<file path="src/hw/rtl/lsra_pkg.sv">
// ----------------------------------------------------------------------------
// lsra_pkg: shared types and constants of the linear scan register allocator
// Beat types, request codes, owner table entry and sequencer state encoding.
// ----------------------------------------------------------------------------
`default_nettype none

package lsra_pkg;

  localparam int unsigned REG_COUNT_DEF = 32;
  localparam int unsigned POOL_W        = 6;
  localparam int unsigned POOL_EXT_W    = 7;
  localparam int unsigned POOL_RST      = 16;
  localparam int unsigned REG_W         = 5;
  localparam int unsigned POS_W         = 16;
  localparam int unsigned ID_W          = 16;
  localparam int unsigned AGE_W         = 16;

  typedef enum logic [1:0] {
    REQ_ANY  = 2'd0,
    REQ_PIN  = 2'd1,
    REQ_SKIP = 2'd2,
    REQ_RSVD = 2'd3
  } req_kind_t;

  typedef struct packed {
    logic [ID_W-1:0]  interval_id;
    logic [POS_W-1:0] start_position;
    logic [POS_W-1:0] end_position;
    logic [1:0]       request_kind;
    logic [REG_W-1:0] wanted_register;
  } in_t;

  typedef struct packed {
    logic [REG_W-1:0] assigned_register;
    logic             was_skipped;
    logic             self_spilled;
    logic             victim_valid;
    logic [ID_W-1:0]  victim_id;
    logic [POS_W-1:0] spill_position;
    logic             logic_error;
  } out_t;

  // One owner table entry as stored in the RAM.
  typedef struct packed {
    logic [ID_W-1:0]  id;
    logic [POS_W-1:0] end_pos;
    logic [AGE_W-1:0] age;
  } owner_t;

  // Running best candidate for eviction.
  typedef struct packed {
    logic             found;
    logic [POS_W-1:0] end_pos;
    logic [AGE_W-1:0] age;
  } best_t;

  // Verdict of the compare unit on one entry.
  typedef struct packed {
    logic expired;
    logic live;
    logic better;
  } cmp_res_t;

  typedef enum logic [1:0] {
    ST_IDLE,
    ST_SCAN,
    ST_DRAIN,
    ST_DECIDE
  } state_t;

endpackage

`default_nettype wire

</file>
<file path="src/hw/rtl/linear_scan_register_allocator.sv">
// ----------------------------------------------------------------------------
// linear_scan_register_allocator: one live interval per command
// Expires finished owners, serves any or pinned requests; skips bypass both.
// ----------------------------------------------------------------------------
//
//  Channel  Ports                     Transfer
//  -------  ------------------------  ------------------------------------
//  input    start, busy, in_data      beat taken when start and not busy
//  result   out_valid, out_data       one-cycle strobe, cannot be stalled
//  config   cfg_we, cfg_wdata         pool_size written when cfg_we high
//
// A skip request answers in the cycle after it is taken and busy stays low.
// Any other request reads every owner table entry in turn through the
// single RAM read port (ST_SCAN), drains the read pipeline (ST_DRAIN),
// decides (ST_DECIDE) and then gives the result strobe.
// Reset is synchronous: it clears all owners, frees the reset pool of 16
// registers and zeroes the age counter. The receiver cannot stall results.
// ----------------------------------------------------------------------------
`default_nettype none

module linear_scan_register_allocator #(
  parameter int unsigned REGISTER_COUNT = lsra_pkg::REG_COUNT_DEF
) (
  input  wire logic                        clk,
  input  wire logic                        rst_n,
  input  wire logic                        start,
  output logic                             busy,
  input  wire lsra_pkg::in_t               in_data,
  output logic                             out_valid,
  output lsra_pkg::out_t                   out_data,
  input  wire logic                        cfg_we,
  input  wire logic [lsra_pkg::POOL_W-1:0] cfg_wdata
);

  import lsra_pkg::*;

  // Index width of the owner table, and width of the free map, which only
  // spans registers that can ever be in the pool.
  localparam int unsigned IW  = $clog2(REGISTER_COUNT);
  localparam int unsigned CW  = $clog2(REGISTER_COUNT + 1);
  localparam int unsigned FW  = (REGISTER_COUNT < 32) ? REGISTER_COUNT : 32;
  localparam int unsigned FIW = $clog2(FW);
  localparam int unsigned RST_POOL = (POOL_RST < FW) ? POOL_RST : FW;
  localparam logic [FW-1:0] RST_FREE = FW'((64'd1 << RST_POOL) - 64'd1);
  localparam logic [POOL_EXT_W-1:0] POOL_CAP = POOL_EXT_W'(FW);
  localparam logic [POOL_EXT_W-1:0] REG_LIM  = POOL_EXT_W'(REGISTER_COUNT);

  state_t                   st_r, st_nxt;
  in_t                      item_r, item_nxt;
  logic [POOL_W-1:0]        pool_r, pool_nxt;
  logic [REGISTER_COUNT-1:0] held_r, held_nxt;
  logic [FW-1:0]            free_r, free_nxt;
  logic [AGE_W-1:0]         ctr_r, ctr_nxt;
  logic [CW-1:0]            cnt_r, cnt_nxt;
  logic                     pv_r, pv_nxt;
  logic [IW-1:0]            pidx_r, pidx_nxt;
  // Scan results: lowest free pool register, eviction candidate, and the
  // owner of the pinned register as it stands after expiry.
  logic                     ff_found_r, ff_found_nxt;
  logic [IW-1:0]            ff_idx_r, ff_idx_nxt;
  best_t                    best_r, best_nxt;
  logic [IW-1:0]            best_idx_r, best_idx_nxt;
  logic [ID_W-1:0]          best_id_r, best_id_nxt;
  logic                     w_held_r, w_held_nxt;
  logic [POS_W-1:0]         w_end_r, w_end_nxt;
  logic [ID_W-1:0]          w_id_r, w_id_nxt;
  logic                     ov_r, ov_nxt;
  out_t                     od_r, od_nxt;

  logic [POOL_EXT_W-1:0]    pool_eff;
  logic [POOL_EXT_W-1:0]    want_ext;
  logic [POOL_EXT_W-1:0]    pidx_ext;
  logic                     in_pool;
  logic [$bits(owner_t)-1:0] rd_raw;
  owner_t                   rd_ent;
  owner_t                   wr_ent;
  cmp_res_t                 cres;
  logic                     take;
  logic [IW-1:0]            tgt;

  assign pool_eff = (POOL_EXT_W'(pool_r) > POOL_CAP) ? POOL_CAP : POOL_EXT_W'(pool_r);
  assign want_ext = POOL_EXT_W'(item_r.wanted_register);
  assign pidx_ext = POOL_EXT_W'(pidx_r);
  assign in_pool  = pidx_ext < pool_eff;
  assign rd_ent   = owner_t'(rd_raw);
  assign busy     = (st_r != ST_IDLE);
  assign out_valid = ov_r;
  assign out_data  = od_r;

  assign wr_ent.id      = item_r.interval_id;
  assign wr_ent.end_pos = item_r.end_position;
  assign wr_ent.age     = ctr_r;

  lsra_ram #(
    .WIDTH ($bits(owner_t)),
    .DEPTH (REGISTER_COUNT)
  ) u_owner_ram (
    .clk   (clk),
    .we    (take),
    .waddr (tgt),
    .wdata (wr_ent),
    .raddr (cnt_r[IW-1:0]),
    .rdata (rd_raw)
  );

  lsra_cmp u_cmp (
    .held      (held_r[pidx_r]),
    .entry     (rd_ent),
    .start_pos (item_r.start_position),
    .best      (best_r),
    .res       (cres)
  );

  always_ff @(posedge clk) begin
    if (!rst_n) begin
      st_r   <= ST_IDLE;
      pool_r <= POOL_W'(POOL_RST);
      held_r <= '0;
      free_r <= RST_FREE;
      ctr_r  <= '0;
      pv_r   <= 1'b0;
      ov_r   <= 1'b0;
    end else begin
      st_r   <= st_nxt;
      pool_r <= pool_nxt;
      held_r <= held_nxt;
      free_r <= free_nxt;
      ctr_r  <= ctr_nxt;
      pv_r   <= pv_nxt;
      ov_r   <= ov_nxt;
    end
  end

  always_ff @(posedge clk) begin
    item_r     <= item_nxt;
    cnt_r      <= cnt_nxt;
    pidx_r     <= pidx_nxt;
    ff_found_r <= ff_found_nxt;
    ff_idx_r   <= ff_idx_nxt;
    best_r     <= best_nxt;
    best_idx_r <= best_idx_nxt;
    best_id_r  <= best_id_nxt;
    w_held_r   <= w_held_nxt;
    w_end_r    <= w_end_nxt;
    w_id_r     <= w_id_nxt;
    od_r       <= od_nxt;
  end

  always_comb begin
    st_nxt       = st_r;
    item_nxt     = item_r;
    pool_nxt     = cfg_we ? cfg_wdata : pool_r;
    held_nxt     = held_r;
    free_nxt     = free_r;
    ctr_nxt      = ctr_r;
    cnt_nxt      = cnt_r;
    pv_nxt       = 1'b0;
    pidx_nxt     = pidx_r;
    ff_found_nxt = ff_found_r;
    ff_idx_nxt   = ff_idx_r;
    best_nxt     = best_r;
    best_idx_nxt = best_idx_r;
    best_id_nxt  = best_id_r;
    w_held_nxt   = w_held_r;
    w_end_nxt    = w_end_r;
    w_id_nxt     = w_id_r;
    ov_nxt       = 1'b0;
    od_nxt       = '0;
    take         = 1'b0;
    tgt          = '0;

    // Entry read in the previous cycle: expire it and rank it.
    if (pv_r) begin
      if (cres.expired) begin
        held_nxt[pidx_r] = 1'b0;
        if (in_pool) begin
          free_nxt[pidx_r[FIW-1:0]] = 1'b1;
        end
      end
      if (in_pool && !ff_found_r && (free_r[pidx_r[FIW-1:0]] || cres.expired)) begin
        ff_found_nxt = 1'b1;
        ff_idx_nxt   = pidx_r;
      end
      if (in_pool && cres.better) begin
        best_nxt.found   = 1'b1;
        best_nxt.end_pos = rd_ent.end_pos;
        best_nxt.age     = rd_ent.age;
        best_idx_nxt     = pidx_r;
        best_id_nxt      = rd_ent.id;
      end
      if (pidx_ext == want_ext) begin
        w_held_nxt = cres.live;
        w_end_nxt  = rd_ent.end_pos;
        w_id_nxt   = rd_ent.id;
      end
    end

    unique case (st_r)
      ST_IDLE: begin
        if (start) begin
          if (in_data.request_kind == REQ_SKIP || in_data.request_kind == REQ_RSVD) begin
            ov_nxt             = 1'b1;
            od_nxt.was_skipped = 1'b1;
          end else begin
            item_nxt     = in_data;
            cnt_nxt      = '0;
            ff_found_nxt = 1'b0;
            best_nxt     = '0;
            w_held_nxt   = 1'b0;
            st_nxt       = ST_SCAN;
          end
        end
      end
      ST_SCAN: begin
        pv_nxt   = 1'b1;
        pidx_nxt = cnt_r[IW-1:0];
        cnt_nxt  = cnt_r + 1'b1;
        if (cnt_r == CW'(REGISTER_COUNT - 1)) begin
          st_nxt = ST_DRAIN;
        end
      end
      ST_DRAIN: begin
        st_nxt = ST_DECIDE;
      end
      ST_DECIDE: begin
        st_nxt = ST_IDLE;
        ov_nxt = 1'b1;
        if (item_r.request_kind == REQ_PIN) begin
          od_nxt.assigned_register = item_r.wanted_register;
          tgt = IW'(item_r.wanted_register);
          if (want_ext >= REG_LIM) begin
            od_nxt.logic_error = 1'b1;
          end else if (w_held_r) begin
            if (w_end_r == item_r.start_position) begin
              // Equal end: the register changes hands without a spill.
              take = 1'b1;
            end else begin
              od_nxt.self_spilled   = 1'b1;
              od_nxt.victim_valid   = 1'b1;
              od_nxt.victim_id      = w_id_r;
              od_nxt.spill_position = item_r.start_position;
              take = (item_r.end_position > w_end_r);
            end
          end else if (want_ext < pool_eff) begin
            if (free_r[item_r.wanted_register[FIW-1:0]]) begin
              take = 1'b1;
              free_nxt[item_r.wanted_register[FIW-1:0]] = 1'b0;
            end else begin
              od_nxt.logic_error = 1'b1;
            end
          end else begin
            take = 1'b1;
          end
        end else if (ff_found_r) begin
          tgt  = ff_idx_r;
          take = 1'b1;
          free_nxt[ff_idx_r[FIW-1:0]] = 1'b0;
          od_nxt.assigned_register = REG_W'(ff_idx_r);
        end else if (best_r.found) begin
          // Pool is full: spill against the longest-lived pool owner.
          tgt  = best_idx_r;
          take = (item_r.end_position > best_r.end_pos);
          od_nxt.assigned_register = REG_W'(best_idx_r);
          od_nxt.self_spilled      = 1'b1;
          od_nxt.victim_valid      = 1'b1;
          od_nxt.victim_id         = best_id_r;
          od_nxt.spill_position    = item_r.start_position;
        end else begin
          od_nxt.logic_error = 1'b1;
        end
        if (take) begin
          held_nxt[tgt] = 1'b1;
          ctr_nxt       = ctr_r + 1'b1;
        end
      end
      default: begin
        st_nxt = ST_IDLE;
      end
    endcase
  end

`ifndef NO_ASSERTIONS
  a_decide_one_cycle: assert property (@(posedge clk) disable iff (!rst_n)
    st_r == ST_DECIDE |=> st_r == ST_IDLE && out_valid)
    else $error("decision cycle did not produce a result beat");

  a_result_source: assert property (@(posedge clk) disable iff (!rst_n)
    out_valid |-> $past(st_r == ST_DECIDE) || $past(start && !busy))
    else $error("result beat without a decision or skip command");

  a_scan_range: assert property (@(posedge clk) disable iff (!rst_n)
    st_r == ST_SCAN |-> cnt_r < CW'(REGISTER_COUNT))
    else $error("scan index ran past the owner table");

  a_drain_follows_read: assert property (@(posedge clk) disable iff (!rst_n)
    st_r == ST_DRAIN |-> pv_r && pidx_r == IW'(REGISTER_COUNT - 1))
    else $error("drain cycle without the last table entry in flight");
`endif

endmodule

`default_nettype wire

</file>
<file path="src/hw/rtl/lsra_ram.sv">
// ----------------------------------------------------------------------------
// lsra_ram: generic single write, single read RAM
// One write port and one read port with a registered read data output.
// ----------------------------------------------------------------------------
`default_nettype none

module lsra_ram #(
  parameter int unsigned WIDTH = 48,
  parameter int unsigned DEPTH = 32
) (
  input  wire logic                     clk,
  input  wire logic                     we,
  input  wire logic [$clog2(DEPTH)-1:0] waddr,
  input  wire logic [WIDTH-1:0]         wdata,
  input  wire logic [$clog2(DEPTH)-1:0] raddr,
  output logic      [WIDTH-1:0]         rdata
);

  logic [WIDTH-1:0] mem [DEPTH];

  always_ff @(posedge clk) begin
    if (we) begin
      mem[waddr] <= wdata;
    end
    rdata <= mem[raddr];
  end

endmodule

`default_nettype wire

</file>
<file path="src/hw/rtl/lsra_cmp.sv">
// ----------------------------------------------------------------------------
// lsra_cmp: shared compare unit of the allocator
// Judges one owner entry: expiry against the new start and eviction rank.
// ----------------------------------------------------------------------------
`default_nettype none

module lsra_cmp (
  input  wire logic                      held,
  input  wire lsra_pkg::owner_t          entry,
  input  wire logic [lsra_pkg::POS_W-1:0] start_pos,
  input  wire lsra_pkg::best_t           best,
  output lsra_pkg::cmp_res_t             res
);

  import lsra_pkg::*;

  logic [AGE_W-1:0] age_diff;

  always_comb begin
    age_diff    = entry.age - best.age;
    res.expired = held && (entry.end_pos < start_pos);
    res.live    = held && !res.expired;
    // Later end wins; on equal ends the younger owner wins, with wrapping ages.
    res.better  = res.live && (!best.found || (entry.end_pos > best.end_pos) ||
                  ((entry.end_pos == best.end_pos) && (age_diff != '0) &&
                   !age_diff[AGE_W-1]));
  end

endmodule

`default_nettype wire
</file>
<file path="config.mk">
export PLATFORM = sky130hd
export DESIGN_NAME = linear_scan_register_allocator
export DESIGN_NICKNAME = d
export VERILOG_FILES = /design/src/hw/rtl/lsra_pkg.sv /design/src/hw/rtl/linear_scan_register_allocator.sv /design/src/hw/rtl/lsra_ram.sv /design/src/hw/rtl/lsra_cmp.sv
export SDC_FILE = /design/constraint.sdc
export NUM_CORES = 2
export LEC_CHECK = 0
export BUFFER_PORTS_ARGS = -buffer_cell sky130_fd_sc_hd__buf_2
export CAP_MARGIN = 20
export CORE_ASPECT_RATIO = 1.25
export CORE_MARGIN = 2
export CORE_UTILIZATION = 35
export DETAILED_ROUTE_END_ITERATION = 12
export PLACE_DENSITY = 0.52
export SYNTH_ARGS = -nofsm -noshare
export SYNTH_HDL_FRONTEND = slang
export SYNTH_HIERARCHICAL = 1
export SYNTH_SLANG_ARGS = --single-unit
</file>
<file path="constraint.sdc">
create_clock -name clk -period 6.65 [get_ports clk]
set_clock_uncertainty 0.1 [all_clocks]
set_input_delay 0.665 -clock clk [delete_from_list [all_inputs] [get_ports clk]]
set_output_delay 0.665 -clock clk [all_outputs]
set_load 0.01 [all_outputs]
</file>
==> impl_table.tex <==
\begin{tabular}{lr}
\hline
Metric & Value \\
\hline
\multicolumn{2}{l}{\textbf{Run status}} \\
Run status & finished clean \\
\multicolumn{2}{l}{\textbf{Clocking}} \\
H-tree level count & 4 \\
Sinks on Clock Net & 1,873 \\
Root Buffer Master & clkbuf\_16 \\
Bufs on Longest Clock Path & 4 \\
TritonCTS Buffers & between 150 and 200 \\
CTS tree & built \\
Clock transition at path regs & around 0.07 ns \\
Setup repair bufs after CTS & 0 \\
Clock latency of the later-clocked register in the worst-skew pair & 0.86 ns \\
\multicolumn{2}{l}{\textbf{Final layout}} \\
Signed area change from the synthesized netlist to the final layout & 14.56\% \\
Cell Count, Final, Fillers Out & 7,969 \\
Commonest cells after routing, fill and taps aside & edfxtp\_1, mux2i\_1, nand2\_1, a21oi\_1, dfxtp\_1 \\
Count of fill cells added during filler insertion & 19,470 \\
Fraction of layout instances using a drive strength above 1 & 12.27\% \\
Core Util, Final & 40.30\% \\
Cell area after layout & roughly 86,000 µm² \\
Commonest non-fill, non-tap cell in the layout & edfxtp\_1 \\
Number of nets in the final layout & 5,183 \\
\multicolumn{2}{l}{\textbf{Critical path}} \\
Kind of end point of the critical path & flop \\
Critical R2R Launch & pidx\_r[2]\$\_DFFE\_PP\_ \\
Worst Path Class, Setup & flop to flop \\
Startpoint types & flop \\
Worst r2r path cells & 11 \\
R2R setup slack & between 1.5 and 2 ns \\
Maximum fanout along the worst path & 18 \\
Worst Path Required & approximately 7.3 ns \\
CP arrival & 5.56 ns \\
Critical path launch point & pidx\_r[2]\$\_DFFE\_PP\_ \\
\multicolumn{2}{l}{\textbf{Floorplanning}} \\
Die area & 218,800 µm² \\
Floorplan die width & approximately 420 µm \\
Core region area & 214,000 µm² \\
Y dimension of the die & between 500 and 600 µm \\
Effective utilization at floorplan & 35.18\% \\
Number of placed I/O pins & between 100 and 150 \\
Site row count & 190 \\
\multicolumn{2}{l}{\textbf{Timing}} \\
Post-route setup TNS & 0 ns \\
Hold Vio Cnt, Final & 0 \\
Number of setup violations in the final report & 0 \\
Normalized max-slew margin & between 20\% and 30\% \\
Highest achievable clock rate & 204.0 MHz \\
Number of max-slew violations in the final report & 0 \\
Final worst path period share & 73.72\% \\
Unrepaired setup endpoints after global routing & no \\
Actual transition at the worst max-transition pin & 1.065 ns \\
Post-route worst hold slack & 0.05594 ns \\
Tmin final & 4.903 ns \\
\multicolumn{2}{l}{\textbf{Pwr}} \\
Max IR drop VDD & about 0.00022 V \\
Pleak & between 0.02 and 0.03 µW \\
Cell Pwr Density & 356.0 nW/µm² \\
\multicolumn{2}{l}{\textbf{Min path}} \\
Worst hold stages & 1 \\
Hold path startpoint & in\_data[20] \\
Worst hold-check path type & input port to flop \\
\multicolumn{2}{l}{\textbf{Yosys}} \\
Synth cell types & 84 \\
Number of synthesized register bits & 1,873 \\
Sequential-to-total area share from yosys stat & 71.90\% \\
Total number of yosys warnings & 6 \\
Leading register cell type out of synthesis & edfxtp\_1 \\
Synth Area per Inst & between 15 and 20 µm² \\
Gate Count Post-Synth & between 4,000 and 5,000 \\
Number of synthesized flops with an enable pin & 1,660 \\
Synth Net Count & 4,919 \\
Mapped cell area & about 75,000 µm² \\
Async set-or-reset flop fraction in the synthesized netlist & 0\% \\
\multicolumn{2}{l}{\textbf{Global route}} \\
Initial antenna violation count & 4 \\
Total global-route track usage & a little under a fifth \\
Number of global-route vias before repair & 42,390 \\
Global route overflow & 0 \\
Global-route wire length before repair & between 300 and 400 mm \\
Maximum number of pins on one net before global-route repair & 117 \\
\multicolumn{2}{l}{\textbf{Route}} \\
Wire length after detailed routing & 209.7 mm \\
Via-per-instance ratio & 5.286 \\
Post-route ant nets & 0 \\
DRC violation count after routing & 0 \\
Detailed-routing iteration count for the pre-antenna-repair pass & 6 \\
Number of vias after detailed routing & 42,120 \\
Final routed wire length divided by cell count & about 26 µm \\
DR iter-0 viols & 3,382 \\
\multicolumn{2}{l}{\textbf{Place}} \\
Placed inst area & 79,500 µm² \\
Count of input and output buffers & 107 \\
DP Wirelength & around 120 mm \\
Placed Cells & 7,549 \\
Placer congestion estimate & 0.8346 \\
\multicolumn{2}{l}{\textbf{Flow run}} \\
Maxcap violations & 0 \\
\hline
\end{tabular}
[state kept, by name, summed over array words and instances, names as in the netlist, 16 cells and up]
name and flops:
best_id_r 16, held_r 32, ctr_r 16, w_id_r 16, free_r 32, w_end_r 16
u_owner_ram/mem 1536, item_r 55, u_owner_ram/rdata 48, best_r 33, out_data 40
[stage by stage]
| step | total power, µW | setup slack, ns |
|---|---|---|
| 2_1_floorplan | 18060 | 1.224 |
| 3_3_place_gp | 20420 | 1.793 |
| 3_5_place_dp | 20440 | 1.787 |
| 4_1_cts | 31030 | 1.724 |
| 5_1_grt | 31860 | 1.505 |
| 6_report | 30690 | 1.747 |
[worst paths after layout]
| check | end |
|---|---|
| setup / recovery | free_r[0]$_SDFF_PN1_ |
| hold / removal | item_r[20]$_DFFE_PP_ |
| setup reg to reg | free_r[0]$_SDFF_PN1_ |
| hold reg to reg | w_id_r[6]$_DFFE_PP_ |
[where the power goes]
part           internal, µW  switching [µW]
Clock                  5990            4550
Combinational          2240            4310
Sequential            13200             391
[kinds of logic after synthesis]
| group | count (synthesis) | share of synthesized area (%) |
|---|---|---|
| xor+xnor | 30 | 0.3491 |
| fa+ha+maj | 94 | 1.573 |
| buf+inv | 367 | 2.620 |
| flops | 1873 | 71.90 |
| mux | 839 | 11.53 |
| simple gates | 799 | 5.215 |
| compound gates | 758 | 6.810 |
[layout make-up]
type / count / area (µm²) / area share [%]
flip-flops and latches: 1873 / 54120 / 62.77
multi-input cells: 2520 / 19470 / 22.59
clock buffers: 266 / 5426 / 6.294
well taps: 2784 / 3483 / 4.040
repair buffers: 324 / 2633 / 3.053
clock inverters: 92 / 666.9 / 0.7735
inverters: 108 / 407.9 / 0.4731
diodes: 2 / 5.005 / 0.005805
[cells in the mapped netlist (17+ instances only)]
cell type	number	area (µm²)
o221ai_1	17	148.9
or3_1	19	118.9
a21oi_1	219	1096
inv_1	107	401.6
o211ai_1	35	262.8
a22oi_1	168	1261
buf_4	48	360.4
xor2_1	24	210.2
nor2b_1	29	181.4
mux4_2	22	495.5
nand3_1	172	860.8
mux2i_1	812	8128
ha_1	93	1164
nand2_1	257	964.7
dfxtp_1	213	4264
and2_1	33	206.5
nand2b_1	18	112.6
nor3_1	57	285.3
nand4_1	32	200.2
a21o_1	20	150.1
a22o_1	96	840.8
buf_6	43	484.2
edfxtp_1	1660	49850
a211oi_1	20	150.1
o21ai_1	42	210.2
a31oi_1	59	369.1
o21ai_0	23	115.1
clkbuf_1	102	382.9
buf_2	49	245.2
nor2_1	108	405.4
[routing by layer]
layer	track usage, %	vias up	wire (µm)
met4	5.664	0	6093
li1	-	19080	-
met3	2.624	315	8873
met5	0	-	0
met1	24.17	21750	88920
met2	33.16	984	105800
[worst max-delay path: stages (launching register included)]
cell,delay (ns)
edfxtp_1,0.74
nor3b_1,0.77
a22oi_1,0.14
nand4_1,0.24
inv_1,0.10
a211oi_1,0.66
nand2_1,0.15
or3_1,0.52
nand2b_1,0.21
a21oi_1,0.72
a211oi_1,0.19
a211oi_1,0.26
[repair_timing]
action                                 CTS  global route
endpoints found under the hold margin   59             0
setup endpoints to repair                0             0
hold buffers                            59             0
resized for setup                        0             0
Note: power is estimated with default switching activity, not from simulation.
